File: src/rtl/ast_pkg.sv
package ast_pkg;

  // Token kinds as carried on the result channel
  typedef enum logic [2:0] {
    KIND_NEWLINE = 3'd0,
    KIND_END     = 3'd1,
    KIND_COMMA   = 3'd2,
    KIND_NUMBER  = 3'd3,
    KIND_IDENT   = 3'd4,
    KIND_ERROR   = 3'd5
  } kind_t;

  // Character codes the lexer tests against
  localparam logic [7:0] CH_NUL    = 8'h00;
  localparam logic [7:0] CH_TAB    = 8'h09;
  localparam logic [7:0] CH_NL     = 8'h0A;
  localparam logic [7:0] CH_SPACE  = 8'h20;
  localparam logic [7:0] CH_COMMA  = 8'h2C;
  localparam logic [7:0] CH_ZERO   = 8'h30;
  localparam logic [7:0] CH_SEMI   = 8'h3B;
  localparam logic [7:0] CH_X_UP   = 8'h58;
  localparam logic [7:0] CH_USCORE = 8'h5F;
  localparam logic [7:0] CH_X_LO   = 8'h78;

  // Result record, field widths fixed by the channel
  typedef struct packed {
    logic [2:0]  kind;
    logic [15:0] line_no;
    logic [15:0] start_pos;
    logic [7:0]  length;
    logic        last;
  } record_t;

  // Records produced by one accepted byte (cnt is 0, 1 or 2)
  typedef struct packed {
    logic [1:0] cnt;
    record_t    rec0;
    record_t    rec1;
  } push_t;

  // Result queue depth; a byte is taken only with room for two records
  localparam int OQ_DEPTH = 4;
  localparam int OQ_PTR_W = $clog2(OQ_DEPTH);
  localparam int OQ_CNT_W = $clog2(OQ_DEPTH + 1);

endpackage

File: src/rtl/ast_in_if.sv
interface ast_in_if;
  logic       valid;
  logic       ready;
  logic [7:0] ch;

  modport source (output valid, output ch, input ready);
  modport sink   (input valid, input ch, output ready);
endinterface

File: src/rtl/ast_out_if.sv
interface ast_out_if;
  logic        valid;
  logic        ready;
  logic [2:0]  kind;
  logic [15:0] line_no;
  logic [15:0] start_pos;
  logic [7:0]  length;
  logic        last;

  modport source (output valid, output kind, output line_no, output start_pos,
                  output length, output last, input ready);
  modport sink   (input valid, input kind, input line_no, input start_pos,
                  input length, input last, output ready);
endinterface

File: src/rtl/ast_lex.sv
module ast_lex #(
  parameter int POSITION_WIDTH = 16,
  parameter int LINE_WIDTH     = 16
) (
  input  logic            clk,
  input  logic            rst_n,
  input  logic            take,
  input  logic [7:0]      ch,
  output ast_pkg::push_t  push
);

  typedef enum logic [2:0] {
    M_IDLE, M_COMMENT, M_ZERO, M_DEC, M_HEX, M_IDENT
  } mode_t;

  mode_t                     mode_r, mode_nxt, mode_cur;
  logic [LINE_WIDTH-1:0]     line_r, line_nxt;
  logic [POSITION_WIDTH-1:0] pos_r, pos_nxt, pos_inc;
  logic [POSITION_WIDTH-1:0] tstart_r, tstart_nxt;
  logic [7:0]                tlen_r, tlen_nxt;

  logic is_dec, is_alpha, is_hex, is_idc, is_x;
  logic extend, skip, have_tok, have_one;
  ast_pkg::kind_t one_kind;
  logic [7:0]     one_len;
  ast_pkg::record_t rec_tok, rec_one;

  // character classes
  always_comb begin
    is_dec   = ch inside {[8'h30:8'h39]};
    is_alpha = ch inside {[8'h61:8'h7A], [8'h41:8'h5A]};
    is_hex   = is_dec || (ch inside {[8'h61:8'h66], [8'h41:8'h46]});
    is_idc   = is_dec || is_alpha || (ch == ast_pkg::CH_USCORE);
    is_x     = (ch == ast_pkg::CH_X_LO) || (ch == ast_pkg::CH_X_UP);
  end

  // saturating position step
  assign pos_inc = (pos_r == '1) ? pos_r : pos_r + 1'b1;

  // next state and records for this byte
  always_comb begin
    mode_nxt   = mode_r;
    mode_cur   = mode_r;
    line_nxt   = line_r;
    pos_nxt    = pos_r;
    tstart_nxt = tstart_r;
    tlen_nxt   = tlen_r;
    extend     = 1'b0;
    skip       = 1'b0;
    have_tok   = 1'b0;
    have_one   = 1'b0;
    one_kind   = ast_pkg::KIND_ERROR;
    one_len    = 8'd1;

    case (mode_r)
      M_ZERO: begin
        extend = is_x || is_dec;
        if (extend) mode_nxt = is_dec ? M_DEC : M_HEX;
      end
      M_DEC:   extend = is_dec;
      M_HEX:   extend = is_hex;
      M_IDENT: extend = is_idc;
      M_COMMENT: begin
        if (ch != ast_pkg::CH_NL && ch != ast_pkg::CH_NUL) skip = 1'b1;
        else mode_cur = M_IDLE;
      end
      default: mode_cur = M_IDLE;
    endcase

    if (skip) begin
      pos_nxt = pos_inc;
    end else if (extend) begin
      if (tlen_r != 8'hFF) tlen_nxt = tlen_r + 8'd1;
      pos_nxt = pos_inc;
    end else begin
      // close a pending token, then treat the byte on its own
      have_tok = (mode_cur != M_IDLE);
      mode_nxt = M_IDLE;
      if (ch == ast_pkg::CH_SPACE || ch == ast_pkg::CH_TAB) begin
        pos_nxt = pos_inc;
      end else if (ch == ast_pkg::CH_NL) begin
        have_one = 1'b1;
        one_kind = ast_pkg::KIND_NEWLINE;
        line_nxt = (line_r == '1) ? line_r : line_r + 1'b1;
        pos_nxt  = pos_inc;
      end else if (ch == ast_pkg::CH_NUL) begin
        have_one = 1'b1;
        one_kind = ast_pkg::KIND_END;
        one_len  = 8'd0;
        line_nxt = LINE_WIDTH'(1);
        pos_nxt  = '0;
      end else if (ch == ast_pkg::CH_SEMI) begin
        mode_nxt = M_COMMENT;
        pos_nxt  = pos_inc;
      end else if (ch == ast_pkg::CH_COMMA) begin
        have_one = 1'b1;
        one_kind = ast_pkg::KIND_COMMA;
        pos_nxt  = pos_inc;
      end else if (is_idc) begin
        mode_nxt   = (ch == ast_pkg::CH_ZERO) ? M_ZERO : (is_dec ? M_DEC : M_IDENT);
        tstart_nxt = pos_r;
        tlen_nxt   = 8'd1;
        pos_nxt    = pos_inc;
      end else begin
        have_one = 1'b1;
        pos_nxt  = pos_inc;
      end
    end
  end

  // record assembly; counters cut to the channel field widths
  always_comb begin
    rec_tok.kind      = (mode_cur == M_IDENT) ? ast_pkg::KIND_IDENT : ast_pkg::KIND_NUMBER;
    rec_tok.line_no   = 16'(32'(line_r));
    rec_tok.start_pos = 16'(32'(tstart_r));
    rec_tok.length    = tlen_r;
    rec_tok.last      = !have_one;

    rec_one.kind      = one_kind;
    rec_one.line_no   = 16'(32'(line_r));
    rec_one.start_pos = 16'(32'(pos_r));
    rec_one.length    = one_len;
    rec_one.last      = 1'b1;

    push.cnt  = take ? (2'(have_tok) + 2'(have_one)) : 2'd0;
    push.rec0 = have_tok ? rec_tok : rec_one;
    push.rec1 = rec_one;
  end

  // lexer state
  always_ff @(posedge clk) begin
    if (!rst_n) begin
      mode_r   <= M_IDLE;
      line_r   <= LINE_WIDTH'(1);
      pos_r    <= '0;
      tstart_r <= '0;
      tlen_r   <= '0;
    end else if (take) begin
      mode_r   <= mode_nxt;
      line_r   <= line_nxt;
      pos_r    <= pos_nxt;
      tstart_r <= tstart_nxt;
      tlen_r   <= tlen_nxt;
    end
  end

  // a pending token always has a non-zero length
  a_tok_len: assert property (@(posedge clk) disable iff (!rst_n)
    (mode_r == M_DEC || mode_r == M_HEX || mode_r == M_IDENT || mode_r == M_ZERO)
      |-> tlen_r != 8'd0)
    else $error("pending token with zero length");

  // end of input restarts line and position
  a_end_restart: assert property (@(posedge clk) disable iff (!rst_n)
    (take && ch == ast_pkg::CH_NUL && mode_r != M_DEC && mode_r != M_HEX
     && mode_r != M_IDENT && mode_r != M_ZERO)
      |=> (pos_r == '0 && line_r == LINE_WIDTH'(1) && mode_r == M_IDLE))
    else $error("end of input did not restart counters");

endmodule

File: src/rtl/ast_oq.sv
module ast_oq (
  input  logic              clk,
  input  logic              rst_n,
  input  ast_pkg::push_t    push,
  input  logic              pop,
  output ast_pkg::record_t  head,
  output logic              head_valid,
  output logic              space_ok
);

  ast_pkg::record_t             mem_r [ast_pkg::OQ_DEPTH];
  logic [ast_pkg::OQ_PTR_W-1:0] wr_r, wr_nxt, rd_r, rd_nxt, wr_p1;
  logic [ast_pkg::OQ_CNT_W-1:0] cnt_r, cnt_nxt;

  assign wr_p1      = wr_r + 1'b1;
  assign head       = mem_r[rd_r];
  assign head_valid = (cnt_r != '0);
  // room for the two records one byte may cause
  assign space_ok   = (cnt_r <= ast_pkg::OQ_CNT_W'(ast_pkg::OQ_DEPTH - 2));

  // pointer and fill arithmetic
  always_comb begin
    wr_nxt  = wr_r + ast_pkg::OQ_PTR_W'(push.cnt);
    rd_nxt  = pop ? rd_r + 1'b1 : rd_r;
    cnt_nxt = cnt_r + ast_pkg::OQ_CNT_W'(push.cnt) - ast_pkg::OQ_CNT_W'(pop);
  end

  // queue storage
  always_ff @(posedge clk) begin
    if (push.cnt != 2'd0) mem_r[wr_r] <= push.rec0;
    if (push.cnt == 2'd2) mem_r[wr_p1] <= push.rec1;
  end

  // queue control
  always_ff @(posedge clk) begin
    if (!rst_n) begin
      wr_r  <= '0;
      rd_r  <= '0;
      cnt_r <= '0;
    end else begin
      wr_r  <= wr_nxt;
      rd_r  <= rd_nxt;
      cnt_r <= cnt_nxt;
    end
  end

  a_no_overflow: assert property (@(posedge clk) disable iff (!rst_n)
    cnt_r <= ast_pkg::OQ_CNT_W'(ast_pkg::OQ_DEPTH))
    else $error("result queue overflow");

  a_push_room: assert property (@(posedge clk) disable iff (!rst_n)
    (push.cnt != 2'd0) |-> ($past(space_ok) || space_ok) && push.cnt != 2'd3)
    else $error("push without room");

  a_idle_stable: assert property (@(posedge clk) disable iff (!rst_n)
    (push.cnt == 2'd0 && !pop) |=> $stable(cnt_r))
    else $error("fill count moved without traffic");

endmodule

File: src/rtl/assembly_source_tokenizer_core.sv
// A record is offered from the queue head once the byte that closes it is
// taken and earlier records have left. Throughput: one byte per cycle while
// the 4-entry result queue has two free slots; one record leaves per cycle while
// out_bus.ready is high, so bytes that cause two records can stall the input.
// Reset (rst_n low, synchronous): lexer idle, line 1, position 0, queue empty.
module assembly_source_tokenizer_core #(
  parameter int POSITION_WIDTH = 16,
  parameter int LINE_WIDTH     = 16
) (
  input  logic             clk,
  input  logic             rst_n,
  ast_in_if.sink           in_bus,
  ast_out_if.source        out_bus
);

  ast_pkg::push_t   push;
  ast_pkg::record_t head;
  logic             take, pop, head_valid, space_ok;

  // request handshakes
  assign in_bus.ready = space_ok;
  assign take         = in_bus.valid && space_ok;
  assign pop          = head_valid && out_bus.ready;

  ast_lex #(
    .POSITION_WIDTH (POSITION_WIDTH),
    .LINE_WIDTH     (LINE_WIDTH)
  ) u_lex (
    .clk   (clk),
    .rst_n (rst_n),
    .take  (take),
    .ch    (in_bus.ch),
    .push  (push)
  );

  ast_oq u_oq (
    .clk        (clk),
    .rst_n      (rst_n),
    .push       (push),
    .pop        (pop),
    .head       (head),
    .head_valid (head_valid),
    .space_ok   (space_ok)
  );

  // result channel
  assign out_bus.valid     = head_valid;
  assign out_bus.kind      = head.kind;
  assign out_bus.line_no   = head.line_no;
  assign out_bus.start_pos = head.start_pos;
  assign out_bus.length    = head.length;
  assign out_bus.last      = head.last;

endmodule
File: src/flat_wrapper.sv
// flat-port wrapper written by rule: the top's interface ports become plain ports
module assembly_source_tokenizer_core_flat 
#(
  parameter int POSITION_WIDTH = 16,
  parameter int LINE_WIDTH     = 16
)
  (clk, rst_n, in_bus_valid, in_bus_ch, in_bus_ready, out_bus_valid, out_bus_kind, out_bus_line_no, out_bus_start_pos, out_bus_length, out_bus_last, out_bus_ready);
  ast_in_if in_bus_i ();
  ast_out_if out_bus_i ();
  input  logic clk;
  input  logic rst_n;
  input wire logic [$bits(in_bus_i.valid)-1:0] in_bus_valid;
  input wire logic [$bits(in_bus_i.ch)-1:0] in_bus_ch;
  output wire logic [$bits(in_bus_i.ready)-1:0] in_bus_ready;
  output wire logic [$bits(out_bus_i.valid)-1:0] out_bus_valid;
  output wire logic [$bits(out_bus_i.kind)-1:0] out_bus_kind;
  output wire logic [$bits(out_bus_i.line_no)-1:0] out_bus_line_no;
  output wire logic [$bits(out_bus_i.start_pos)-1:0] out_bus_start_pos;
  output wire logic [$bits(out_bus_i.length)-1:0] out_bus_length;
  output wire logic [$bits(out_bus_i.last)-1:0] out_bus_last;
  input wire logic [$bits(out_bus_i.ready)-1:0] out_bus_ready;
  assign in_bus_i.valid = in_bus_valid;
  assign in_bus_i.ch = in_bus_ch;
  assign in_bus_ready = in_bus_i.ready;
  assign out_bus_valid = out_bus_i.valid;
  assign out_bus_kind = out_bus_i.kind;
  assign out_bus_line_no = out_bus_i.line_no;
  assign out_bus_start_pos = out_bus_i.start_pos;
  assign out_bus_length = out_bus_i.length;
  assign out_bus_last = out_bus_i.last;
  assign out_bus_i.ready = out_bus_ready;
  assembly_source_tokenizer_core #(.POSITION_WIDTH(POSITION_WIDTH), .LINE_WIDTH(LINE_WIDTH)) u_core (.clk(clk), .rst_n(rst_n), .in_bus(in_bus_i), .out_bus(out_bus_i));
endmodule
File: config.mk
export PLATFORM = sky130hd
export DESIGN_NAME = assembly_source_tokenizer_core_flat
export DESIGN_NICKNAME = d
export VERILOG_FILES = /design/src/rtl/ast_pkg.sv /design/src/rtl/ast_in_if.sv /design/src/rtl/ast_out_if.sv /design/src/rtl/ast_lex.sv /design/src/rtl/ast_oq.sv /design/src/rtl/assembly_source_tokenizer_core.sv /design/src/flat_wrapper.sv
export SDC_FILE = /design/constraint.sdc
export NUM_CORES = 1
export LEC_CHECK = 0
export ABC_AREA = 0
export BUFFER_PORTS_ARGS = -buffer_cell sky130_fd_sc_hd__clkbuf_2
export CAP_MARGIN = 20
export CORE_ASPECT_RATIO = 0.7
export CORE_MARGIN = 4
export CORE_UTILIZATION = 40
export CTS_CLUSTER_DIAMETER = 200
export DETAILED_ROUTE_END_ITERATION = 6
export PLACE_DENSITY = 0.67
export SLEW_MARGIN = 30
export SYNTH_ARGS = -nofsm -noshare
export SYNTH_HDL_FRONTEND = slang
export SYNTH_HIERARCHICAL = 1
export SYNTH_SLANG_ARGS = --single-unit
File: constraint.sdc
create_clock -name clk -period 8.7 [get_ports clk]
set_input_delay 0.435 -clock clk [delete_from_list [all_inputs] [get_ports clk]]
set_output_delay 0.435 -clock clk [all_outputs]
set_load 0.005 [all_outputs]
==> metrics.cfg, run 1 <==
[die]
io_pins = 58
die_h_um = 161.1
die_area_um2 = 36500
core_um2 = 32690
start_util_pct = 40.95
dieWidth_um = 226.6
rows = 55

[clocking]
cts-resized-gates = 0
post-cts-setup-buffers = 0
clkSinkCount = 244
holdBufCountCts = 0
clock_path_buffers = 3
path_clk_slew_ps = 60
cts_buffers = 24
root_buffer = clkbuf_16
cts_tree = built
h-tree-depth = 1
clock_latency_ps = 530

[worst_setup_path]
critPathBufInv = 2
required_ps = 8880
crit_family = simple AND/OR/NAND/NOR gates
crit_slowest_cell = dfxtp_1
crit_chain = nor2b_1, nand4_1, nand3_2, a21bo_1, a221oi_4, o211a_1, ha_1, inv_1, nor2_1, mux2i_1, nor2b_4, buf_4
crit_arrival_ps = 5370
cp_max_fo = 28
crit_type = reg2reg
slowest_delay_ps = 960
cp-start-kind = flop
endpoint_kind = flop

[detailed_routing]
routed.top_layer = met4
wl_met3_um = 2297
wl_per_cell_um = 21.46
drt-total-wl_um = 31580
wl_met2_um = 12860
vias = 8508
drc = 0
antenna_left = 0
drt_iter0_markers = 899
drtPass1Iterations = 5
wl_met1_um = 16020
vias_per_cell = 5.784

[cells_and_area]
nets = 1047
drive_above_1_share_pct = 34.77
final_common_cell = edfxtp_1
area_growth_pct = 8.029
layoutNonFillerInstCount = 1471
num_antenna_cells = 0
layout_common_cells = edfxtp_1, mux2_2, dfxtp_1

[power_and_ir_drop]
switchingPower_mw = 1.034
power.share.clock_pct = 28.7
ir_worst_vdd_mv = 0.1347
comb_power_share_pct = 27.6
leakage_nw = 5.003
seqPwrFrac_pct = 43.7
p_per_area_nw_per_um2 = 244.3
intPower_mw = 2.499
swShare_pct = 29.26

[synth]
synth_edf_count = 176
synthCells = 1041
ys_warn_count = 6
async_flop_share_pct = 0
synth_ff_type = edfxtp_1
yosysUniqueCellTypes = 83
syn_area_um2 = 13390
ys_seq_elements = 244
avgSynthCellArea_um2 = 12.86
yosysSeqAreaShare_pct = 49.65

[outcome]
status = finished clean

[grt]
grt_max_degree = 51
antenna_found_initial = 0
grt_overflow = 0
grt_pass1_wl_um = 48870
grt_pass1_vias = 7944
grt.total_usage_pct = 16.99

[sta]
relSlewSlack_pct = 35.13
fin_tns_setup_ps = 0
period_share_pct = 59.65
min_period_ps = 5189
rsz0062_at_grt = no
worstMarginPinSlew_ps = 971.8
clock_skew_ps = 9.133
final-hold-violation-count = 0
fmax_mhz = 192.7
slew_viol_final = 0
setup_viol = 0

[placed_design]
port_buffers = 57
gp_congestion = 0.8319
dpl.hpwl_um = 19810
place_inst = 1427

[run]
drv_cap = 0

[worst_hold_path]
hold_class = in2reg

logic make-up after synthesis:
group	count (synthesis)	synth area share [%]
buffers and inverters	136	5.870
flip-flops	244	49.65
XOR/XNOR	31	2.234
other	2	0.05611
multiplexers	224	22.80
adder cells (fa/ha/maj)	9	0.8974
AND/OR/NAND/NOR	267	11.14
AO/OA/AOI/OAI	128	7.347
cells in the mapped netlist, types with 14 or more instances:
master	n	area share [%]
buf_4	50	2.8
mux4_2	44	7.4
o221a_1	14	1.2
nor2_1	65	1.8
and2_1	15	0.70
xor2_1	20	1.3
nor3_1	21	0.79
dfxtp_1	68	10
buf_2	28	1.0
nand2_1	47	1.3
mux2_2	167	14
o21ai_0	29	1.1
inv_1	16	0.45
clkbuf_1	32	0.90
edfxtp_1	176	39
nand3_1	24	0.90
nand4_1	33	1.5
area by class of cell:
| type | count | area [µm²] |
|---|---|---|
| clock buffers | 40 | 732.0 |
| inverters | 17 | 63.81 |
| multi-input cells | 667 | 6047 |
| flip-flops and latches | 244 | 6651 |
| well taps | 427 | 534.3 |
| clock inverters | 4 | 21.27 |
| repair buffers | 72 | 410.4 |
| fillers | 2949 | 18230 |
final timing paths:
check / from / depth (start not counted) / endpoint / slack [ps]
worst max-delay path: u_core/u_lex/mode_r[2] / 12 / u_core/u_oq/mem_r[3][10] / 3510
worst min-delay path: out_bus_ready / 4 / flop / 390
worst max register to register: u_core/u_lex/mode_r[2] / 12 / u_core/u_oq/mem_r[3][10] / 3510
worst min register to register: u_core/u_lex/tstart_r[5] / 2 / u_core/u_lex/tstart_r[5] / 470
registers in the layout (all words and copies together) (netlist names), named ones only:
signal and count:
u_core/u_lex/tlen_r 8, u_core/u_lex/pos_r 16, u_core/u_lex/mode_r 3, u_core/u_lex/line_r 16, u_core/u_lex/tstart_r 16, u_core/u_oq/cnt_r 3, u_core/u_oq/mem_r 176, u_core/u_oq/rd_r 2
u_core/u_oq/wr_r 2
through the flow:
step	total power, mW	util [%]	setup slack (ps)	hold slack (ps)	area [µm²]
final	3.533	44.24	3511	387.6	14460
after global routing	3.717	44.24	3158	410.0	14460
after CTS	3.572	44.22	3396	368.8	14450
after detailed placement	2.556	41.91	3415	461.8	13700
after global placement	2.524	41.85	3657	451.4	13680
after floorplan	2.214	-	2505	441.5	13410
routing by layer:
layer / up-vias / global-route usage [%]
met5: - / 0
met4: 0 / 2.627
met3: 34 / 3.997
met2: 280 / 23.39
met1: 4252 / 27.44
li1: 3942 / -
worst reg2reg max path, delay by kind of cell (launching register included):
| family | cells | cell delay [ps] |
|---|---|---|
| AOI/OAI and AO/OA | 3 | 930 |
| adders and majority gates | 1 | 140 |
| buffers and inverters | 2 | 610 |
| DFF | 1 | 960 |
| muxes | 1 | 300 |
| and+or+nand+nor | 5 | 1900 |
power by group through the flow:
| stage | Clock [mW] | Sequential [mW] | Combinational [mW] |
|---|---|---|---|
| 2_1_floorplan | 0 | 1.51 | 0.704 |
| 3_3_place_gp | 0 | 1.58 | 0.939 |
| 3_5_place_dp | 0 | 1.57 | 0.987 |
| 4_1_cts | 1.03 | 1.54 | 0.992 |
| 5_1_grt | 1.09 | 1.56 | 1.07 |
| 6_report | 1.01 | 1.54 | 0.976 |
(Power assumes the default switching activity.)
==> run 2, diff against run 1 <==
--- a/config.mk
+++ b/config.mk
@@ -13,7 +13,7 @@
 export CORE_UTILIZATION = 40
 export CTS_CLUSTER_DIAMETER = 200
 export DETAILED_ROUTE_END_ITERATION = 6
-export PLACE_DENSITY = 0.67
+export PLACE_DENSITY = 0.69
 export SLEW_MARGIN = 30
 export SYNTH_ARGS = -nofsm -noshare
 export SYNTH_HDL_FRONTEND = slang
==> constraint.sdc (replaced) <==
create_clock -name clk -period 4.7 [get_ports clk]
set_input_delay 0.235 -clock clk [delete_from_list [all_inputs] [get_ports clk]]
set_output_delay 0.235 -clock clk [all_outputs]
set_load 0.005 [all_outputs]
==> run 2 against run 1 <==
  * Final cell count is 1.2% higher
  * Hold slack got worse by 200 ps
  * Via count up 1.0%
  * First-iteration DRC count is 15% lower
  * Non-clock buffer count is 14 higher
  * Clock skew grew 16 ps
  * Sequential power rose by 83%
  * Sequential cell count unchanged
  * Clock power up 96%
  * Cell area increased by 1.2%
  * Register-to-register slack worse by 2600 ps
  * Largest cell class unchanged
==> metrics.cfg, run 2 (synthesis results as in run 1) <==
[worst_setup_path]
endpoint_kind = flop
required_ps = 4980  ; -3900 ps
crit_family = simple AND/OR/NAND/NOR gates
cp_max_fo = 27  ; -3.6%
slowest_delay_ps = 540  ; -420 ps
critPathBufInv = 1  ; -1
crit_chain = nor2b_1, nand4_1, nand3_2, a21bo_1, a221oi_4, o211a_1, ha_1, and2_1, nor4bb_4, buf_4, mux2_2
cp-start-kind = flop
crit_slowest_cell = dfxtp_1
crit_type = reg2reg
crit_arrival_ps = 4090  ; -1280 ps

[clocking]
cts_tree = built
cts-resized-gates = 0  ; unchanged
clkSinkCount = 244  ; unchanged
clock_path_buffers = 3  ; unchanged
cts_buffers = 26  ; +8.3%
h-tree-depth = 1  ; unchanged
post-cts-setup-buffers = 0  ; unchanged
holdBufCountCts = 0  ; unchanged
root_buffer = clkbuf_16
path_clk_slew_ps = 60  ; about the same
clock_latency_ps = 550  ; +20 ps

[placed_design]
place_ws_ps = 728.7  ; -2686 ps
dpl.hpwl_um = 20390  ; +2.9%
gp_congestion = 0.8993  ; +8.1%
port_buffers = 57  ; unchanged

[detailed_routing]
drc = 0  ; unchanged
vias = 8596  ; +1.0%
drt-total-wl_um = 32170  ; +1.9%
vias_per_cell = 5.773  ; -0.19%
drt_iter0_markers = 761  ; -15%
antenna_left = 0  ; unchanged
drtPass1Iterations = 5  ; unchanged
wl_per_cell_um = 21.60  ; +0.64%

[die]
die_area_um2 = 36500  ; unchanged
rows = 55  ; unchanged
dieWidth_um = 226.6  ; unchanged
die_h_um = 161.1  ; unchanged
io_pins = 58  ; unchanged
core_um2 = 32690  ; unchanged
start_util_pct = 40.95  ; unchanged

[cells_and_area]
nets = 1063  ; +1.5%
seq_area_um2 = 6651  ; unchanged
final_common_cell = edfxtp_1
drive_above_1_share_pct = 35.88  ; +1.1 points
multiInputGateArea_um2 = 6040  ; -0.12%
layout_common_cells = edfxtp_1, mux2_2, dfxtp_1
n_fill_cell = 2906  ; -1.5%
num_antenna_cells = 0  ; unchanged
regMostFlops = u_core/u_oq/mem_r
area_growth_pct = 9.366
largest_reg_flops = 176  ; unchanged

[sta]
worstMarginPinSlew_ps = 769.7  ; -202.0 ps
rsz0062_at_grt = no
final-hold-violation-count = 0  ; unchanged
fmax_mhz = 262.3  ; +36%
slew_viol_final = 0  ; unchanged
period_share_pct = 81.12  ; +21 points
setup_viol = 0  ; unchanged
clock_skew_ps = 24.69  ; +15.56 ps
min_period_ps = 3813  ; -1377 ps
relSlewSlack_pct = 48.68  ; +14 points
setup_ws_ps = 887.4  ; -2623 ps
fin_tns_setup_ps = 0  ; unchanged

[grt]
grt_max_degree = 50  ; -2.0%
grt_pass1_wl_um = 50140  ; +2.6%
grt.total_usage_pct = 17.49  ; +0.50 points
antenna_found_initial = 0  ; unchanged
grt_pass1_vias = 8316  ; +4.7%
grt_overflow = 0  ; unchanged

[power_and_ir_drop]
p_per_area_nw_per_um2 = 455.8  ; +87%
ir_worst_vdd_mv = 0.2920  ; +120%
leakage_nw = 5.107  ; +2.1%

[outcome]
status = finished clean

[run]
drv_cap = 0  ; unchanged

[worst_hold_path]
hold_class = in2reg

## run 2: cell types whose count changed in the layout (fill, tap and decap cells not counted), sizes merged
cell and change:
buf +14, clkinv +7, clkbuf -6, clkinvlp +2
bufinv +1
## run 2: path summary, 6_finish.rpt
| check | startpoint | to | slack (ps) | depth (start not counted) |
|---|---|---|---|---|
| worst min register to register | u_core/u_lex/tstart_r[13] | u_core/u_lex/tstart_r[13] | 470 | 2 |
| worst max-delay path | u_core/u_lex/mode_r[2] | u_core/u_oq/mem_r[2][30] | 890 | 11 |
| worst min-delay path | out_bus_ready | flop | 190 | 4 |
| worst max register to register | u_core/u_lex/mode_r[2] | u_core/u_oq/mem_r[2][30] | 890 | 11 |
## run 2: report_power, final
group / internal [mW] / total (mW) / switching (mW)
logic: 0.904 / 1.87 / 0.961
registers: 2.68 / 2.82 / 0.144
clock network: 1.12 / 1.98 / 0.861
total: 4.71 / 6.67 / 1.97
## run 2: tightest hold or removal path, delay by kind of cell
kind | cells | cell delay [ps]
AOI/OAI and AO/OA | 1 | 70
and+or+nand+nor | 2 | 290
buffers and inverters | 1 | 90
## run 2: area by class of cell
class                      count  area share (%)
multi-input combinational    667           41.26
clock buffer                  34           4.863
sequential                   244           45.44
inverter                      17          0.4359
tap                          427           3.650
clock inverter                14          0.7009
timing repair buffer          86           3.658
## run 2: routing by layer
metal / track usage (%) / part of all wire (%) / vias to the layer above
li1: - / - / 3962
met1: 28.54 / 50 / 4288
met2: 24.37 / 41 / 301
met3: 2.925 / 6.7 / 45
met4: 3.291 / 2.0 / 0
met5: 0 / 0 / -
## run 2: metrics by stage
step	std cells	total power, mW	hold WS (ps)	util [%]	cell area (µm²)
global placement	1440	4.692	453.2	42.20	13790
CTS	1489	6.748	167.1	44.78	14640
finish	1489	6.672	190.0	44.78	14640
detailed placement	1441	4.756	456.9	42.29	13820
global route	1489	7.002	199.4	44.78	14640
floorplan	1047	4.093	356.7	-	13420
